[src/rtl/vga_pkg.sv]
// Shared types, constants and helpers for the visibility gain apply block.
// Used by every RTL module of the block except vga_ram; depends on nothing.
`default_nettype none

package vga_pkg;

    // Field widths fixed by the item formats
    localparam int ELEM_W           = 11;
    localparam int CFG_W            = 12;
    localparam int IDX_MAX_W        = 12;
    localparam int MAX_ELEMENTS_DEF = 2048;
    localparam int Q_DEPTH          = 2;
    localparam int RAM_W            = 64;

    localparam logic [CFG_W-1:0]  ELEMS_RESET = 12'd2048;
    localparam logic signed [15:0] GAIN_ONE   = 16'sd8192;

    // Request codes
    typedef enum logic [1:0] {
        REQ_LOAD    = 2'd0,
        REQ_PRODUCT = 2'd1,
        REQ_FRAME   = 2'd2,
        REQ_NONE    = 2'd3
    } t_req;

    typedef struct packed {
        logic [1:0]         req_type;
        logic [ELEM_W-1:0]  element;
        logic signed [15:0] new_gain_re;
        logic signed [15:0] new_gain_im;
        logic signed [15:0] old_gain_re;
        logic signed [15:0] old_gain_im;
        logic [15:0]        gain_wt;
        logic               blend_on;
        logic [15:0]        blend_coef;
        logic signed [31:0] vis_re;
        logic signed [31:0] vis_im;
        logic [31:0]        vis_weight;
    } t_in_item;

    typedef struct packed {
        logic signed [31:0] out_re;
        logic signed [31:0] out_im;
        logic [31:0]        scaled_wt;
        logic [ELEM_W-1:0]  row;
        logic [ELEM_W-1:0]  col;
        logic               last;
    } t_out_item;

    // Classified command handed from the front to the back
    typedef struct packed {
        t_in_item             item;
        logic [IDX_MAX_W-1:0] row;
        logic [IDX_MAX_W-1:0] col;
        logic                 last;
    } t_cmd;

    // Saturate a wide signed value to 32 bits
    function automatic logic signed [31:0] sat32(input logic signed [67:0] x);
        logic signed [31:0] r;
        if (x > 68'sd2147483647) begin
            r = 32'sh7FFFFFFF;
        end else if (x < -68'sd2147483648) begin
            r = 32'sh80000000;
        end else begin
            r = x[31:0];
        end
        return r;
    endfunction

endpackage

`default_nettype wire

[src/rtl/vga_queue.sv]
// Short command queue between front and back.
// Depends on vga_pkg for the command type and depth.
`default_nettype none

module vga_queue import vga_pkg::*; (
    input  wire logic i_clk,
    input  wire logic i_rst_n,
    input  wire logic i_push,
    input  wire t_cmd i_cmd,
    output logic      o_full,
    input  wire logic i_pop,
    output logic      o_empty,
    output t_cmd      o_cmd
);

    localparam int PTR_W = $clog2(Q_DEPTH);
    localparam int CNT_W = $clog2(Q_DEPTH + 1);

    t_cmd             r_ent [Q_DEPTH];
    logic [PTR_W-1:0] r_wr_ptr, r_rd_ptr;
    logic [CNT_W-1:0] r_cnt;

    assign o_full  = r_cnt == CNT_W'(Q_DEPTH);
    assign o_empty = r_cnt == '0;
    assign o_cmd   = r_ent[r_rd_ptr];

    // Store entries
    always_ff @(posedge i_clk) begin
        if (i_push) begin
            r_ent[r_wr_ptr] <= i_cmd;
        end
    end

    // Advance pointers and count
    always_ff @(posedge i_clk) begin
        if (!i_rst_n) begin
            r_wr_ptr <= '0;
            r_rd_ptr <= '0;
            r_cnt    <= '0;
        end else begin
            if (i_push) begin
                r_wr_ptr <= (32'(r_wr_ptr) == Q_DEPTH - 1) ? '0 : r_wr_ptr + 1'b1;
            end
            if (i_pop) begin
                r_rd_ptr <= (32'(r_rd_ptr) == Q_DEPTH - 1) ? '0 : r_rd_ptr + 1'b1;
            end
            if (i_push && !i_pop) begin
                r_cnt <= r_cnt + 1'b1;
            end else if (!i_push && i_pop) begin
                r_cnt <= r_cnt - 1'b1;
            end
        end
    end

endmodule

`default_nettype wire

[config.mk]
export PLATFORM = sky130hd
export DESIGN_NAME = vga_queue
export DESIGN_NICKNAME = d
export VERILOG_FILES = /design/src/rtl/vga_pkg.sv /design/src/rtl/vga_queue.sv
export SDC_FILE = /design/constraint.sdc
export NUM_CORES = 1
export LEC_CHECK = 0
export BUFFER_PORTS_ARGS = -buffer_cell sky130_fd_sc_hd__buf_2
export CAP_MARGIN = 20
export CORE_AREA = 3 3 161 320
export CTS_CLUSTER_SIZE = 16
export DETAILED_ROUTE_END_ITERATION = 10
export DIE_AREA = 0 0 164 323
export PLACE_DENSITY = 0.7
export SYNTH_ARGS = -nofsm -noshare
export SYNTH_HDL_FRONTEND = slang
export SYNTH_SLANG_ARGS = --single-unit
[constraint.sdc]
create_clock -name i_clk -period 13.35 [get_ports i_clk]
set_input_delay 1.335 -clock i_clk [delete_from_list [all_inputs] [get_ports i_clk]]
set_output_delay 1.335 -clock i_clk [all_outputs]
set_load 0.02 [all_outputs]
==> out/qor.csv <==
metric,value,unit
"Slew Viols, Final",0,
average footprint of a synthesized cell,23.9,um2
wire length of the first global-routing pass,55.0,mm
highest routing layer actually used,met5,
length of routed met2 wiring,21.5,mm
CTS Hold Buffers Added,0,
final design utilization,44.6,%
post-synthesis cell count,741,
"wirelength, routed",38.4,mm
maximum level of the CTS H-tree,2,
"commonest non-fill, non-tap cell in the layout",sky130_fd_sc_hd__buf_2,
met1 routed wirelength after detailed routing,12.1,mm
summed instance area of the synthesized netlist,17700,um2
Die Ht,323,um
Fillers,4276,
All-Layer GR Usage,13.9,%
most frequent cells in the layout,"sky130_fd_sc_hd__buf_2 (467), sky130_fd_sc_hd__edfxtp_1 (462), sky130_fd_sc_hd__mux2_4 (190), sky130_fd_sc_hd__mux2_2 (41), sky130_fd_sc_hd__clkbuf_16 (41)",
CTS resizes,0,
via count,8682,
total CTS buffers,40,
"Net count, final",1469,
area growth from synthesis to final layout,24.4,%
Die Outline Area,53000,um2
post-synthesis cell type count,19,
io pins,468,
number of antenna violations at the first check in global routing,19,
initial cell density of the core,35.9,%
maximum VDD drop,154,uV
Post-CTS Setup Bufs,0,
library cell used as clock root buffer,sky130_fd_sc_hd__clkbuf_16,
"setup slack, reg-to-reg",10.95,ns
hold crit path type,flip-flop to flip-flop,
final hold viol count,0,
half-perimeter wire length after detailed placement,27.4,mm
sequential fraction of the synthesis area,78.9,%
Core Region,49400,um2
DRC violation count after routing,0,
maximum clock path buffer count,3,
clock latency on the worst-skew pair,0.54,ns
unrepaired setup endpoints after global routing,no,
maximum fanout encountered on the critical timing path,43,
upper clock frequency limit,0.214,GHz
fraction of the cycle the final worst path needs,35.0,%
total negative setup slack,0,ns
capturing instance or port of the critical path,o_cmd[0],
RePlAce Congestion,0.796,
#FFs+latches synth,467,
nature of the critical path endpoint,output pin,
drt first-iter violations,473,
destination of the worst register-to-register timing path,r_ent[1][219]$_DFFE_PP_,
number of failing setup endpoints in the final timing report,0,
leakage power total,0.00857,uW
Register-to-Register Path Depth,2,
reg-to-reg critical path startpoint,r_wr_ptr$_SDFFE_PN0P_,
detailed-routing iteration count for the pre-antenna-repair pass,4,
# Max-Cap Violations,0,
clock tree from TritonCTS,built,
most used cell along the critical path,sky130_fd_sc_hd__buf_4,
Fin Clk Skew,0.0113,ns
Routed met3 length,3.14,mm
clock net sink count,467,
Worst Path Arrival,3.34,ns
final hold slack,0.543,ns
cell area power density,152,nW/um2
delay contributed by the slowest stage of the critical path,0.75,ns
Die Wd,164,um
run status,finished clean,
Slew Limit Headroom,28.1,%
crit path time final,4.67,ns
maximum number of pins on one net before global-route repair,181,
CP Class,flip-flop to output pin,
Main synth FF type,sky130_fd_sc_hd__edfxtp_1,
Wirelength per Cell,20.1,um
residual overflow from global routing,0,
transition time at the pin with the least slew margin,1.08,ns
share of async-settable or async-resettable flops after synthesis,0,%
Std-Cell Rows,115,
number of warnings printed during yosys synthesis,0,
fraction of final layout cells with drive strength greater than 1,61.0,%
post-synth net total,977,
number of synthesized flops with an enable pin,462,
clk slew on worst S/H paths,0.06,ns
startpoint class of the critical path,flip-flop,
post-route antenna net violation count,0,
via count of the first global-routing pass,9394,
routed via count divided by cell count,4.53,
critical path cell sequence,buf_4 -> buf_4 -> mux2_2 -> buf_2,
required arrival time at the worst endpoint,12.02,ns
port buffer count,467,
CP max-delay cell,sky130_fd_sc_hd__dfxtp_4,
-- Yosys cell counts, types with 2 or more instances --
cell	instances	area share, %
sky130_fd_sc_hd__mux2_4	190	16
sky130_fd_sc_hd__buf_6	11	0.70
sky130_fd_sc_hd__xor2_1	2	0.099
sky130_fd_sc_hd__buf_8	10	0.85
sky130_fd_sc_hd__nor2b_1	3	0.11
sky130_fd_sc_hd__buf_2	4	0.11
sky130_fd_sc_hd__mux2_2	41	2.6
sky130_fd_sc_hd__dfxtp_1	5	0.56
sky130_fd_sc_hd__and2_1	4	0.14
sky130_fd_sc_hd__edfxtp_1	462	78
-- worst min-delay path by stage --
stage | startpoint | end | slack, ns | cells past startpoint
2_1_floorplan | r_cnt[1]$_SDFFE_PN0P_ | r_cnt[1]$_SDFFE_PN0P_ | 0.47 | 2
3_3_place_gp | r_cnt[1]$_SDFFE_PN0P_ | r_cnt[1]$_SDFFE_PN0P_ | 0.49 | 2
3_5_place_dp | r_cnt[1]$_SDFFE_PN0P_ | r_cnt[1]$_SDFFE_PN0P_ | 0.52 | 2
4_1_cts | r_cnt[1]$_SDFFE_PN0P_ | r_cnt[1]$_SDFFE_PN0P_ | 0.53 | 2
5_1_grt | r_cnt[1]$_SDFFE_PN0P_ | r_cnt[1]$_SDFFE_PN0P_ | 0.57 | 2
6_report | r_cnt[1]$_SDFFE_PN0P_ | r_cnt[1]$_SDFFE_PN0P_ | 0.54 | 2
-- per-stage QoR --
| step | area (um2) | setup slack, ns | std cells | total power (uW) |
|---|---|---|---|---|
| 2_1_floorplan | 17700 | 1.15 | 741 | 2060 |
| 3_3_place_gp | 20600 | 9.21 | 1833 | 2170 |
| 3_5_place_dp | 20600 | 9.14 | 1833 | 2190 |
| 4_1_cts | 22000 | 8.53 | 1904 | 3390 |
| 5_1_grt | 22000 | 8.45 | 1914 | 3470 |
| 6_report | 22000 | 8.68 | 1916 | 3340 |
-- cells by family after synthesis --
family,Yosys count,share of synthesized area [%]
DFF,467,78.9
muxes,231,18.7
buffers and inverters,27,1.79
and+or+nand+nor,9,0.304
AOI/OAI and AO/OA,3,0.113
xor gates and xnor gates,3,0.148
adders and majority gates,1,0.0706
-- worst max-delay path: cells and delay by family, from the launching register on --
family                 cells  cell delay (ns)
flip-flops                 1             0.75
buffers and inverters      3             1.59
multiplexers               1             0.42
-- routing by layer --
metal | track usage [%] | vias up
met1 | 13.1 | 4258
li1 | - | 3962
met3 | 4.47 | 84
met4 | 7.09 | 10
met5 | 0 | -
met2 | 26.2 | 368
-- registers in the layout, summed over array words and instances, names as in the netlist, named ones only --
| name | cells |
|---|---|
| r_wr_ptr | 1 |
| r_rd_ptr | 1 |
| r_ent | 462 |
| r_cnt | 2 |
-- layout make-up --
type / count / area, um2 / share of cell area [%]
diodes: 11 / 27.5 / 0.125
repair buffers: 476 / 2430 / 11.0
inverters: 1 / 3.75 / 0.0170
clock buffers: 46 / 1040 / 4.74
well taps: 643 / 805 / 3.65
clock inverters: 25 / 312 / 1.41
flip-flops and latches: 467 / 14000 / 63.4
multi-input cells: 247 / 3440 / 15.6
-- where the power goes --
part	internal, uW	switching [uW]
sequential	1700	25.3
clock	700	496
combinational	188	238
Power figures use the tool's default switching activity.
