File: src/rtl/vga_pkg.sv
// Shared types, constants and helpers for the visibility gain apply block.
// Used by every RTL module of the block except vga_ram; depends on nothing.
`default_nettype none

package vga_pkg;

    // Field widths fixed by the item formats
    localparam int ELEM_W           = 11;
    localparam int CFG_W            = 12;
    localparam int IDX_MAX_W        = 12;
    localparam int MAX_ELEMENTS_DEF = 2048;
    localparam int Q_DEPTH          = 2;
    localparam int RAM_W            = 64;

    localparam logic [CFG_W-1:0]  ELEMS_RESET = 12'd2048;
    localparam logic signed [15:0] GAIN_ONE   = 16'sd8192;

    // Request codes
    typedef enum logic [1:0] {
        REQ_LOAD    = 2'd0,
        REQ_PRODUCT = 2'd1,
        REQ_FRAME   = 2'd2,
        REQ_NONE    = 2'd3
    } t_req;

    typedef struct packed {
        logic [1:0]         req_type;
        logic [ELEM_W-1:0]  element;
        logic signed [15:0] new_gain_re;
        logic signed [15:0] new_gain_im;
        logic signed [15:0] old_gain_re;
        logic signed [15:0] old_gain_im;
        logic [15:0]        gain_wt;
        logic               blend_on;
        logic [15:0]        blend_coef;
        logic signed [31:0] vis_re;
        logic signed [31:0] vis_im;
        logic [31:0]        vis_weight;
    } t_in_item;

    typedef struct packed {
        logic signed [31:0] out_re;
        logic signed [31:0] out_im;
        logic [31:0]        scaled_wt;
        logic [ELEM_W-1:0]  row;
        logic [ELEM_W-1:0]  col;
        logic               last;
    } t_out_item;

    // Classified command handed from the front to the back
    typedef struct packed {
        t_in_item             item;
        logic [IDX_MAX_W-1:0] row;
        logic [IDX_MAX_W-1:0] col;
        logic                 last;
    } t_cmd;

    // Saturate a wide signed value to 32 bits
    function automatic logic signed [31:0] sat32(input logic signed [67:0] x);
        logic signed [31:0] r;
        if (x > 68'sd2147483647) begin
            r = 32'sh7FFFFFFF;
        end else if (x < -68'sd2147483648) begin
            r = 32'sh80000000;
        end else begin
            r = x[31:0];
        end
        return r;
    endfunction

endpackage

`default_nettype wire

File: src/rtl/vga_front.sv
// Front end: accepts items, holds the element count and the triangle walk,
// and turns items into commands. Depends on vga_pkg.
`default_nettype none

module vga_front import vga_pkg::*; #(
    parameter int MAX_ELEMENTS = MAX_ELEMENTS_DEF
) (
    input  wire logic             i_clk,
    input  wire logic             i_rst_n,
    input  wire logic             i_in_valid,
    input  wire t_in_item         i_in_item,
    output logic                  o_in_stall,
    input  wire logic             i_cfg_we,
    input  wire logic [CFG_W-1:0] i_cfg_data,
    input  wire logic             i_q_full,
    output logic                  o_q_push,
    output t_cmd                  o_q_cmd
);

    localparam int IDX_W = $clog2(MAX_ELEMENTS);
    localparam int CMP_W = (CFG_W > IDX_W + 1) ? CFG_W : IDX_W + 1;
    localparam logic [CMP_W-1:0] N_MAX = CMP_W'(MAX_ELEMENTS);
    localparam logic [CMP_W-1:0] N_MIN = CMP_W'(2);

    logic [CFG_W-1:0] r_elems;
    logic [IDX_W-1:0] r_row;
    logic [IDX_W-1:0] r_col;

    logic [CMP_W-1:0] n, i, j, i1, j1, n_row, n_col;
    logic             accept, last, load_ok;
    t_req             req;

    // Clamp the element count
    always_comb begin
        n = CMP_W'(r_elems);
        if (n < N_MIN) begin
            n = N_MIN;
        end else if (n > N_MAX) begin
            n = N_MAX;
        end
    end

    // Current triangle position and the next one
    always_comb begin
        i = CMP_W'(r_row);
        j = CMP_W'(r_col);
        if (i >= n || j >= n || j < i) begin
            i = '0;
            j = '0;
        end
        last  = (i == n - 1'b1) && (j == n - 1'b1);
        i1    = i;
        j1    = j + 1'b1;
        if (j1 >= n) begin
            i1 = i + 1'b1;
            j1 = i1;
            if (i1 >= n) begin
                i1 = '0;
                j1 = '0;
            end
        end
        n_row = i1;
        n_col = j1;
    end

    // Classify the item
    assign req        = t_req'(i_in_item.req_type);
    assign accept     = i_in_valid && !i_q_full;
    assign o_in_stall = i_q_full;
    assign load_ok    = 32'(i_in_item.element) < MAX_ELEMENTS;

    always_comb begin
        o_q_push = 1'b0;
        unique case (req)
            REQ_LOAD:    o_q_push = accept && load_ok;
            REQ_PRODUCT: o_q_push = accept;
            REQ_FRAME:   o_q_push = accept;
            default:     o_q_push = 1'b0;
        endcase
    end

    always_comb begin
        o_q_cmd      = '0;
        o_q_cmd.item = i_in_item;
        if (req == REQ_PRODUCT) begin
            o_q_cmd.row  = IDX_MAX_W'(i);
            o_q_cmd.col  = IDX_MAX_W'(j);
            o_q_cmd.last = last;
        end else begin
            o_q_cmd.row  = IDX_MAX_W'(i_in_item.element);
        end
    end

    // Hold the count; advance the walk on each product
    always_ff @(posedge i_clk) begin
        if (!i_rst_n) begin
            r_elems <= ELEMS_RESET;
            r_row   <= '0;
            r_col   <= '0;
        end else if (i_cfg_we) begin
            r_elems <= i_cfg_data;
            r_row   <= '0;
            r_col   <= '0;
        end else if (accept && req == REQ_PRODUCT) begin
            r_row <= IDX_W'(n_row);
            r_col <= IDX_W'(n_col);
        end
    end

endmodule

`default_nettype wire

File: config.mk
export PLATFORM = sky130hd
export DESIGN_NAME = vga_front
export DESIGN_NICKNAME = d
export VERILOG_FILES = /design/src/rtl/vga_pkg.sv /design/src/rtl/vga_front.sv
export SDC_FILE = /design/constraint.sdc
export NUM_CORES = 1
export LEC_CHECK = 0
export ABC_CLOCK_PERIOD_IN_PS = 5450
export BUFFER_PORTS_ARGS = -buffer_cell sky130_fd_sc_hd__buf_2
export CORE_AREA = 2 2 179 181
export CTS_CLUSTER_DIAMETER = 80
export DETAILED_ROUTE_END_ITERATION = 8
export DIE_AREA = 0 0 181 183
export PLACE_DENSITY_LB_ADDON = 0.1
export SLEW_MARGIN = 40
export SYNTH_ARGS = -nofsm -noshare
export SYNTH_HDL_FRONTEND = slang
export SYNTH_SLANG_ARGS = --single-unit
File: constraint.sdc
create_clock -name i_clk -period 5.45 [get_ports i_clk]
set_input_delay 1.09 -clock i_clk [delete_from_list [all_inputs] [get_ports i_clk]]
set_output_delay 1.09 -clock i_clk [all_outputs]
set_load 0.01 [all_outputs]
==> results.yml, run 1 <==
layout:
  layout_commonest_cell: "buf_4"
  syn_to_final_growth_pct: 9.531
  drive_gt1_frac: 0.3608
  nets: 960
  post-route-util: 0.1911
  fillers: 3557
  seqCellArea_um2: 683.2
  multiInputGateArea_um2: 3242
  final_cell_mix: "113 x buf_4, 67 x buf_2, 59 x nor2_1"
  finalNonFillerCells: 1081
  n_antenna_cell: 0
power:
  power_w: 0.0009639
  ir_worst_vdd_v: 0.00009225
  leakage_nw: 2.622
  powerDensity_nw_per_um2: 161.5
global_routing:
  grt_pass1_vias: 4673
  grt_pass1_wl_um: 29310
  grt.total_usage: 0.1173
  grt_max_degree: 28
  overflow: 0
  antenna_found_initial: 0
die:
  coreArea_um2: 31230
  start_util: 0.1744
  ios: 456
  die_y_um: 183
  die_w_um: 181
  num_rows: 65
  die-area_um2: 33120
placement:
  io_buffers: 67
  dpl.hpwl_um: 16680
  gp_congestion: 0.7623
  dpl.cell_count: 1045
timing:
  min_period_ns: 5.390
  clock_skew_ns: 0.005410
  finalHoldViolations: 0
  max_slew_margin: 0.4709
  rsz0062_at_grt: "yes"
  hold_slack_ns: 0.5768
  final-setup-viol-count: 0
  slew_violations: 0
  post-route-period-util: 0.9890
  worst_pin_slew_ns: 0.7869
  fmax_mhz: 185.5
worst_setup_path:
  worstPathMaxFanout: 3
  r2r-start: "r_elems[4]"
  r2r_setup_slack_ns: 0.25
  cp_top_family: "simple AND/OR/NAND/NOR gates"
  setup.worst_path.class: "reg2out"
  crit_buf_inv: 6
  crit_start: "r_elems[4]"
  slowest_delay_ns: 0.41
  crit_path_end_kind: "primary output"
  worst-path-stages: 23
  ff2ff_path_depth: 28
  crit_end: "o_q_cmd[0]"
  cp_data_required_time_ns: 4.36
  crit_chain: "nor4_4, nand2_2, o31ai_2, buf_4, inv_4, buf_6, ha_4, nand2b_4, nand3_2, a21oi_2, o21ai_2, and3_4, buf_6, nand2_4, inv_4, ha_4, o211ai_1, nor2_1, o221ai_2, nor4_2, o221ai_1, nor4_2, buf_2"
  crit_path_top_delay_cell: "nor4_2"
  critPathArrivalTime_ns: 4.30
  rr_endpoint: "r_row[8]"
  setup.worst_path.start_class: "flop"
synth:
  synthArstFlopShare: 0
  yosysWarnings: 0
  synth_ff_type: "dfxtp_1"
  yosys.area.top_type_share: 0.2880
  avgSynthCellArea_um2: 7.545
  yosys_register_bits: 34
  netlist_area_um2: 5448
  synth-edff-count: 0
  postSynthCellCount: 722
  synth_area_leaders: "buf_4 29%, ha_1 14%, dfxtp_1 12%"
  synth-seq-area-share: 0.1249
  ys_types: 56
  yosysTopAreaCell: "buf_4"
detailed_routing:
  vias: 4691
  drc: 0
  vias_per_cell: 4.340
  firstDrtPassIters: 4
  wl_per_cell_um: 18.44
  drtAntennaViolNets: 0
  routed_wirelength_um: 19940
  drt-initial-drc-count: 229
min_path:
  min-delay-start: "r_row[0]"
  holdCritPathClass: "reg2reg"
cts:
  htree_num_levels: 2
  cts_tree: "built"
  cts_sinks: 34
  cts_buffers: 5
  clk-insertion-delay-late_ns: 0.29
  root_buffer: "clkbuf_16"
  cts.path.max_buffers: 2
  path_clk_slew_ns: 0.06
run_status:
  outcome: "completed"
run:
  drv_cap: 0
## final cells by class
| cell class | instances | share of cell area |
|---|---|---|
| Timing Repair Buffer | 185 | 0.2093 |
| Tap cell | 402 | 0.08429 |
| Sequential cell | 34 | 0.1145 |
| Clock inverter | 2 | 0.01007 |
| Inverter | 23 | 0.01531 |
| Multi-Input combinational cell | 429 | 0.5433 |
| Clock buffer | 6 | 0.02328 |
## worst register-to-register path, delay by kind of cell, from the launching register on
family / cells / cell delay [ns]
adder cells (fa/ha/maj): 3 / 0.64
buffers and inverters: 5 / 0.59
AND/OR/NAND/NOR: 10 / 1.40
flip-flops: 1 / 0.33
XOR/XNOR: 1 / 0.16
AO/OA/AOI/OAI: 9 / 1.96
## worst min path at each step
stage | to | slack, ns | depth (start not counted)
after floorplan | r_row[0] | 0.49 | 2
after global placement | r_row[0] | 0.55 | 2
after detailed placement | r_row[0] | 0.54 | 2
after CTS | r_row[0] | 0.58 | 2
after global routing | r_row[0] | 0.59 | 2
final | r_row[0] | 0.58 | 2
## power by group
| part | internal, W | total, W | switching [W] |
|---|---|---|---|
| logic | 0.000131 | 0.000304 | 0.000173 |
| clock network | 0.000275 | 0.000398 | 0.000123 |
| registers | 0.000255 | 0.000261 | 0.00000616 |
| total | 0.000661 | 0.000964 | 0.000303 |
## state kept, by name (all words and copies together) (netlist names)
register  flops
r_elems      12
r_col        11
r_row        11
## cells in the mapped netlist, types with 13 or more instances
library cell and count:
o21ai_0 18, mux2i_1 13, ha_1 59, buf_4 209, dfxtp_1 34, a21oi_1 22
nor2_1 61, nor2b_1 17, nand2_1 45, inv_1 22, xnor2_1 15, nand3_1 20
nor3_1 19, clkbuf_1 21
## layer usage
layer | up-vias | wire (um) | GRT usage
li1 | 2236 | - | -
met1 | 2216 | 9079 | 0.1532
met2 | 178 | 8834 | 0.1894
met3 | 61 | 1388 | 0.02760
met4 | 0 | 634 | 0.04065
met5 | - | 0 | 0
## kinds of logic after synthesis
logic type | Yosys count | synth area share
AO/OA/AOI/OAI | 118 | 0.1537
XOR/XNOR | 22 | 0.03537
adder cells (fa/ha/maj) | 59 | 0.1355
buffers and inverters | 260 | 0.3254
flip-flops | 34 | 0.1249
multiplexers | 13 | 0.02389
other | 1 | 0.0006884
AND/OR/NAND/NOR | 215 | 0.2005
## through the flow
stage               area (um^2)  setup TNS [ns]  worst slack (ns)
floorplan                  5454               0           0.03464
global placement           5291         -0.6289           -0.1791
detailed placement         5294          -2.677           -0.2475
CTS                        5762        -0.01673         -0.009861
global route               5967         -0.4079           -0.2393
finish                     5967               0           0.06016
## repair_timing
action | 4_1_cts | 5_1_grt
buffers inserted | 24 | 7
resized for setup | 26 | 32
pin swaps | 13 | 22
hold buffers | 0 | 0
endpoints found under the setup margin | 23 | 23
(Power assumes the default switching activity.)
==> run 2, diff against run 1 <==
--- a/config.mk
+++ b/config.mk
@@ -11,7 +11,7 @@
 export CTS_CLUSTER_DIAMETER = 80
 export DETAILED_ROUTE_END_ITERATION = 8
 export DIE_AREA = 0 0 181 183
-export PLACE_DENSITY_LB_ADDON = 0.1
+export PLACE_DENSITY = 0.52
 export SLEW_MARGIN = 40
 export SYNTH_ARGS = -nofsm -noshare
 export SYNTH_HDL_FRONTEND = slang
==> results.yml, run 2 (synthesis results as in run 1) <==
run_status:
  outcome: "completed"
timing:
  tns_ns: 0
  hold_slack_ns: 0.5553
  final-setup-viol-count: 0
  slew_violations: 0
  finalHoldViolations: 0
  rsz0062_at_grt: "yes"
  fmax_mhz: 191.1
  max_slew_margin: 0.5363
  post-route-period-util: 0.9602
  clock_skew_ns: 0.007078
  min_period_ns: 5.233
  worst_pin_slew_ns: 0.6896
global_routing:
  overflow: 0
  grt_max_degree: 28
  grt_pass1_vias: 4230
  antenna_found_initial: 0
  grt_pass1_wl_um: 26410
  grt.total_usage: 0.1047
cts:
  cts.path.max_buffers: 2
  cts_buffers: 5
  clk-insertion-delay-late_ns: 0.29
  root_buffer: "clkbuf_16"
  cts_tree: "built"
  htree_num_levels: 2
  cts_sinks: 34
  path_clk_slew_ns: 0.06
worst_setup_path:
  crit_path_top_delay_cell: "nor4_2"
  r2r_setup_slack_ns: 0.28
  critPathArrivalTime_ns: 4.14
  slowest_delay_ns: 0.41
  cp_top_family: "simple AND/OR/NAND/NOR gates"
  r2r-start: "r_elems[7]"
  setup.worst_path.start_class: "flop"
  crit_end: "o_q_cmd[0]"
  crit_start: "r_elems[7]"
  crit_chain: "nor4_4, nand2_2, o31ai_4, inv_2, ha_1, nand2b_1, nand3_1, a21oi_1, o21ai_1, and3_4, nand2_2, inv_2, ha_1, o211ai_1, nor2_1, o221ai_2, nor4_2, o221ai_1, nor4_2, buf_2"
  crit_buf_inv: 3
  ff2ff_path_depth: 25
  rr_endpoint: "r_col[2]"
  crit_path_end_kind: "primary output"
  cp_data_required_time_ns: 4.36
  worst-path-stages: 20
  setup.worst_path.class: "reg2out"
  worstPathMaxFanout: 4
detailed_routing:
  drc: 0
  vias: 4478
  drtAntennaViolNets: 0
  firstDrtPassIters: 5
  vias_per_cell: 4.412
  drt-initial-drc-count: 310
  routed_wirelength_um: 17900
  wl_per_cell_um: 17.64
layout:
  nets: 895
  n_antenna_cell: 0
  largest_reg_flops: 12
  drive_gt1_frac: 0.2610
  layout_commonest_cell: "buf_2"
  syn_to_final_growth_pct: -3.101
  top_regs: "r_elems: 12 flops, r_col: 11 flops, r_row: 11 flops"
  top_register: "r_elems"
  final_cell_mix: "67 x buf_2, 60 x nor2_1, 56 x ha_1"
power:
  powerDensity_nw_per_um2: 151.9
  pwr-share-seq: 0.327
  power.internal_w: 0.0005202
  netSwitchingFraction: 0.3513
  leakage_nw: 2.222
  p_clk_frac: 0.352
  p_switching_w: 0.0002817
  ir_worst_vdd_v: 0.00008221
  combPwrFrac: 0.321
die:
  coreArea_um2: 31230
  ios: 456
  start_util: 0.1744
  num_rows: 65
  die_w_um: 181
  die_y_um: 183
  die-area_um2: 33120
placement:
  dpl.hpwl_um: 14740
  gp_congestion: 0.8372
  io_buffers: 67
min_path:
  holdCritPathClass: "reg2reg"
  min_delay_path_depth: 2
run:
  drv_cap: 0
[run 2: through the flow]
step / instances / setup slack, ns / cell area (um^2) / total power [W] / utilization
3_5_place_dp: 1003 / -0.03594 / 4966 / 0.0005074 / 0.1590
4_1_cts: 1010 / 0.02249 / 5106 / 0.0007910 / 0.1635
5_1_grt: 1015 / -0.1098 / 5279 / 0.0008440 / 0.1690
6_report: 1015 / 0.2167 / 5279 / 0.0008019 / 0.1690
3_3_place_gp: 1003 / 0.1078 / 4964 / 0.0005042 / 0.1589
2_1_floorplan: 723 / 0.03464 / 5454 / 0.0005696 / -
[run 2: routing by layer]
layer	up-vias	wire length [um]	track usage
li1	2097	-	-
met1	2072	7827	0.1361
met2	217	7703	0.1592
met3	92	1515	0.02661
met4	0	858	0.05593
met5	-	0	0
[run 2: worst register-to-register path, stage by stage (launching register included)]
cell	delay, ns
dfxtp_2	0.33
nor4_4	0.32
nand2_2	0.12
o31ai_4	0.21
inv_2	0.10
ha_1	0.27
nand2b_1	0.13
nand3_1	0.07
a21oi_1	0.06
o21ai_1	0.27
and3_4	0.27
nand2_2	0.07
inv_2	0.07
ha_1	0.16
nand3_1	0.12
xnor2_1	0.14
nor2_1	0.17
ha_1	0.28
a21o_1	0.19
a2111oi_1	0.37
o21ai_1	0.16
a221o_1	0.41
o311a_1	0.15
buf_4	0.17
a221oi_1	0.29
a211oi_1	0.11
[run 2: power by group through the flow]
stage | logic (W) | registers [W] | clock network, W
floorplan | 0.000302 | 0.000268 | 0
global placement | 0.000238 | 0.000267 | 0
detailed placement | 0.000241 | 0.000267 | 0
CTS | 0.000242 | 0.000261 | 0.000288
global route | 0.000282 | 0.000263 | 0.000299
finish | 0.000257 | 0.000263 | 0.000282
[run 2: final cells by class]
class | count | area, um^2
well taps | 402 | 503.0
fillers | 3578 | 25950
repair buffers | 120 | 733.2
inverters | 23 | 86.33
clock inverters | 2 | 10.01
flip-flops and latches | 34 | 681.9
multi-input cells | 429 | 3139
clock buffers | 5 | 125.1
[run 2: worst min-delay path by stage]
stage	from	to
final	r_row[0]	r_row[0]
after floorplan	r_row[0]	r_row[0]
after global routing	r_row[0]	r_row[0]
after global placement	r_row[0]	r_row[0]
after CTS	r_row[0]	r_row[0]
after detailed placement	r_row[0]	r_row[0]
[run 2: timing repair]
action,4_1_cts,5_1_grt
gates resized for setup,1,31
pin swaps,1,12
endpoints found under the setup margin,18,23
buffers inserted,0,5
gates cloned,0,0
hold buffers,0,0
==> run 3, diff against run 2 <==
--- a/config.mk
+++ b/config.mk
@@ -5,13 +5,14 @@
 export SDC_FILE = /design/constraint.sdc
 export NUM_CORES = 1
 export LEC_CHECK = 0
+export ABC_AREA = 1
 export ABC_CLOCK_PERIOD_IN_PS = 5450
 export BUFFER_PORTS_ARGS = -buffer_cell sky130_fd_sc_hd__buf_2
-export CORE_AREA = 2 2 179 181
-export CTS_CLUSTER_DIAMETER = 80
+export CORE_AREA = 2 2 177 179
+export CTS_CLUSTER_DIAMETER = 60
 export DETAILED_ROUTE_END_ITERATION = 8
-export DIE_AREA = 0 0 181 183
-export PLACE_DENSITY = 0.52
+export DIE_AREA = 0 0 179 181
+export PLACE_DENSITY = 0.55
 export SLEW_MARGIN = 40
 export SYNTH_ARGS = -nofsm -noshare
 export SYNTH_HDL_FRONTEND = slang
==> results.yml, run 3 <==
run_status:
  outcome: "completed"
cts:
  cts_buffers: 5
  cts.path.max_buffers: 2
  clk-insertion-delay-late_ns: 0.29
  cts_tree: "built"
  root_buffer: "clkbuf_16"
  cts_sinks: 34
  path_clk_slew_ns: 0.06
  hold_buffers: 0
  htree_num_levels: 2
  post_cts_buffers: 0
worst_setup_path:
  crit_chain: "inv_1, nand2_1, nor3_1, nand2_1, nand2_4, nand2_2, ha_1, nand2_1, nor2_1, and2_1, nand2_2, nand4_4, nor2_4, nand2_4, buf_4, inv_2, nand2_1, xor2_1, nand3_1, nor2_1, nand3_1, nor2_1, buf_2"
  setup.worst_path.class: "reg2out"
  crit_path_top_delay_cell: "dfxtp_1"
  slowest_delay_ns: 0.35
  cp_data_required_time_ns: 4.36
  ff2ff_path_depth: 33
  critPathArrivalTime_ns: 3.96
  crit_path_end_kind: "primary output"
  setup.worst_path.start_class: "flop"
  cpMostUsedCell: "nand2_1"
  worstPathMaxFanout: 14
die:
  die_w_um: 179
  die_y_um: 181
  die-area_um2: 32400
  start_util: 0.1962
  ios: 456
  coreArea_um2: 30350
  num_rows: 64
global_routing:
  grt_max_degree: 37
  antenna_found_initial: 1
  grt_util_met3: 0.05513
  top_usage_layer: "met2"
  grt.total_usage: 0.1306
  met1_usage: 0.1583
  grt_pass1_wl_um: 31390
  overflow: 0
  use_met2: 0.1980
  grt_pass1_vias: 5170
placement:
  io_buffers: 67
  pre_cts_ws_ns: 0.4273
  gp_congestion: 0.9642
  dpl.hpwl_um: 17960
  placed_area_um2: 5241
power:
  pwr-share-seq: 0.285
  p_switching_w: 0.0003618
  combPwrFrac: 0.346
  powerDensity_nw_per_um2: 173.4
  netSwitchingFraction: 0.3836
  ir_worst_vdd_v: 0.0001211
  p_clk_frac: 0.369
  leakage_nw: 2.603
  power.internal_w: 0.0005813
detailed_routing:
  drc: 0
  drt-initial-drc-count: 474
  drtAntennaViolNets: 0
  wl_per_cell_um: 17.95
  routed_wirelength_um: 21620
  vias_per_cell: 4.411
  vias: 5315
  firstDrtPassIters: 5
timing:
  clock_skew_ns: 0.007353
  slew_violations: 0
  min_period_ns: 5.052
  rsz0062_at_grt: "no"
  tns_ns: 0
  final-setup-viol-count: 0
  setup_slack_ns: 0.3976
  worst_pin_slew_ns: 0.5822
  finalHoldViolations: 0
  max_slew_margin: 0.6114
  fmax_mhz: 197.9
  post-route-period-util: 0.9270
layout:
  top_regs: "r_elems: 12 flops, r_col: 11 flops, r_row: 11 flops"
  nets: 1091
  largest_reg_flops: 12
  design_area_um2: 5440
  drive_gt1_frac: 0.1582
  n_antenna_cell: 0
  syn_to_final_growth_pct: -8.655
  final_cell_mix: "197 x nand2_1, 97 x inv_1, 84 x nor2_1"
  top_register: "r_elems"
  layout_commonest_cell: "nand2_1"
min_path:
  holdCritPathClass: "reg2reg"
  min_delay_path_depth: 2
synth:
  postSynthCellCount: 948
  synth_area_leaders: "buf_4 26%, nand2_1 13%, ha_1 12%"
  synth-edff-count: 0
  yosysMostFrequentCell: "buf_4"
  yosys_register_bits: 34
  synth_common_cells: "210 x buf_4, 205 x nand2_1, 97 x inv_1"
  synth-seq-area-share: 0.1143
  ys_types: 38
  synth_ff_type: "dfxtp_1"
  avgSynthCellArea_um2: 6.282
  yosysTopAreaCell: "buf_4"
  synthArstFlopShare: 0
  yosysWarnings: 0
  netlist_area_um2: 5956
  yosys.area.top_type_share: 0.2647
run:
  drv_cap: 0
## run 3: cell types whose count changed after synthesis, moves of 13 or more
cell | previous run | this run
nor2_1 | 61 | 85
mux2i_1 | 13 | 0
nand2_1 | 45 | 205
nand4_1 | 11 | 27
a21oi_1 | 22 | 42
inv_1 | 22 | 97
xnor2_1 | 15 | 2
nor3_1 | 19 | 5
nand3_1 | 20 | 47
nor2b_1 | 17 | 0
o21ai_0 | 18 | 44
## run 3: final cells by class
class                      instances  area (um^2)
fill                            3535        24910
multi-input combinational        582         3272
sequential                        34        680.7
tap                              396        495.5
timing repair buffer              78        417.9
inverter                         108        405.4
clock buffer                       6        138.9
clock inverter                     1        30.03
## run 3: logic make-up (layout without fill, tap and decap cells)
group / after synthesis / after routing / share of synthesized area
AOI/OAI and AO/OA: 106 / 106 / 0.09601
and+or+nand+nor: 404 / 404 / 0.3050
buffers and inverters: 333 / 193 / 0.3439
xor gates and xnor gates: 11 / 11 / 0.01618
other: 1 / 2 / 0.0006296
adders and majority gates: 59 / 59 / 0.1239
DFF: 34 / 34 / 0.1143
## run 3: stage by stage
step | total power (W) | hold slack [ns] | util | cells
2_1_floorplan | 0.0006389 | 0.4440 | - | 949
3_3_place_gp | 0.0005893 | 0.4840 | 0.1727 | 1198
3_5_place_dp | 0.0005928 | 0.4868 | 0.1727 | 1198
4_1_cts | 0.0009412 | 0.5011 | 0.1783 | 1205
5_1_grt | 0.0009937 | 0.5273 | 0.1793 | 1205
6_report | 0.0009431 | 0.4944 | 0.1793 | 1205
## run 3: worst max-delay path: cells and delay by family (launching register included)
| kind | cells | cell delay (ns) |
|---|---|---|
| and+or+nand+nor | 17 | 2.11 |
| buffers and inverters | 4 | 0.72 |
| DFF | 1 | 0.35 |
| xor gates and xnor gates | 1 | 0.17 |
| adders and majority gates | 1 | 0.30 |
## run 3: power by group through the flow
stage / registers [W] / logic [W] / clock network, W
floorplan: 0.000269 / 0.000370 / 0
global placement: 0.000273 / 0.000316 / 0
detailed placement: 0.000273 / 0.000320 / 0
CTS: 0.000268 / 0.000321 / 0.000353
global route: 0.000270 / 0.000360 / 0.000363
finish: 0.000269 / 0.000326 / 0.000348
## run 3: repair_timing
action	4_1_cts	5_1_grt
endpoints found under the hold margin	0	0
gates resized for setup	0	11
endpoints found under the setup margin	0	23
## run 3: final timing paths
check | startpoint | endpoint | slack, ns
worst max-delay path | r_elems[6] | o_q_cmd[0] | 0.40
worst max register to register | r_elems[6] | r_col[6] | 0.61
worst min-delay path | r_elems[0] | r_elems[0] | 0.49
worst min register to register | r_elems[0] | r_elems[0] | 0.49
## run 3: routing by layer
layer,share of wire,up-vias
met5,0.00083,-
met4,0.043,2
met3,0.14,78
met2,0.43,347
met1,0.39,2341
li1,-,2547
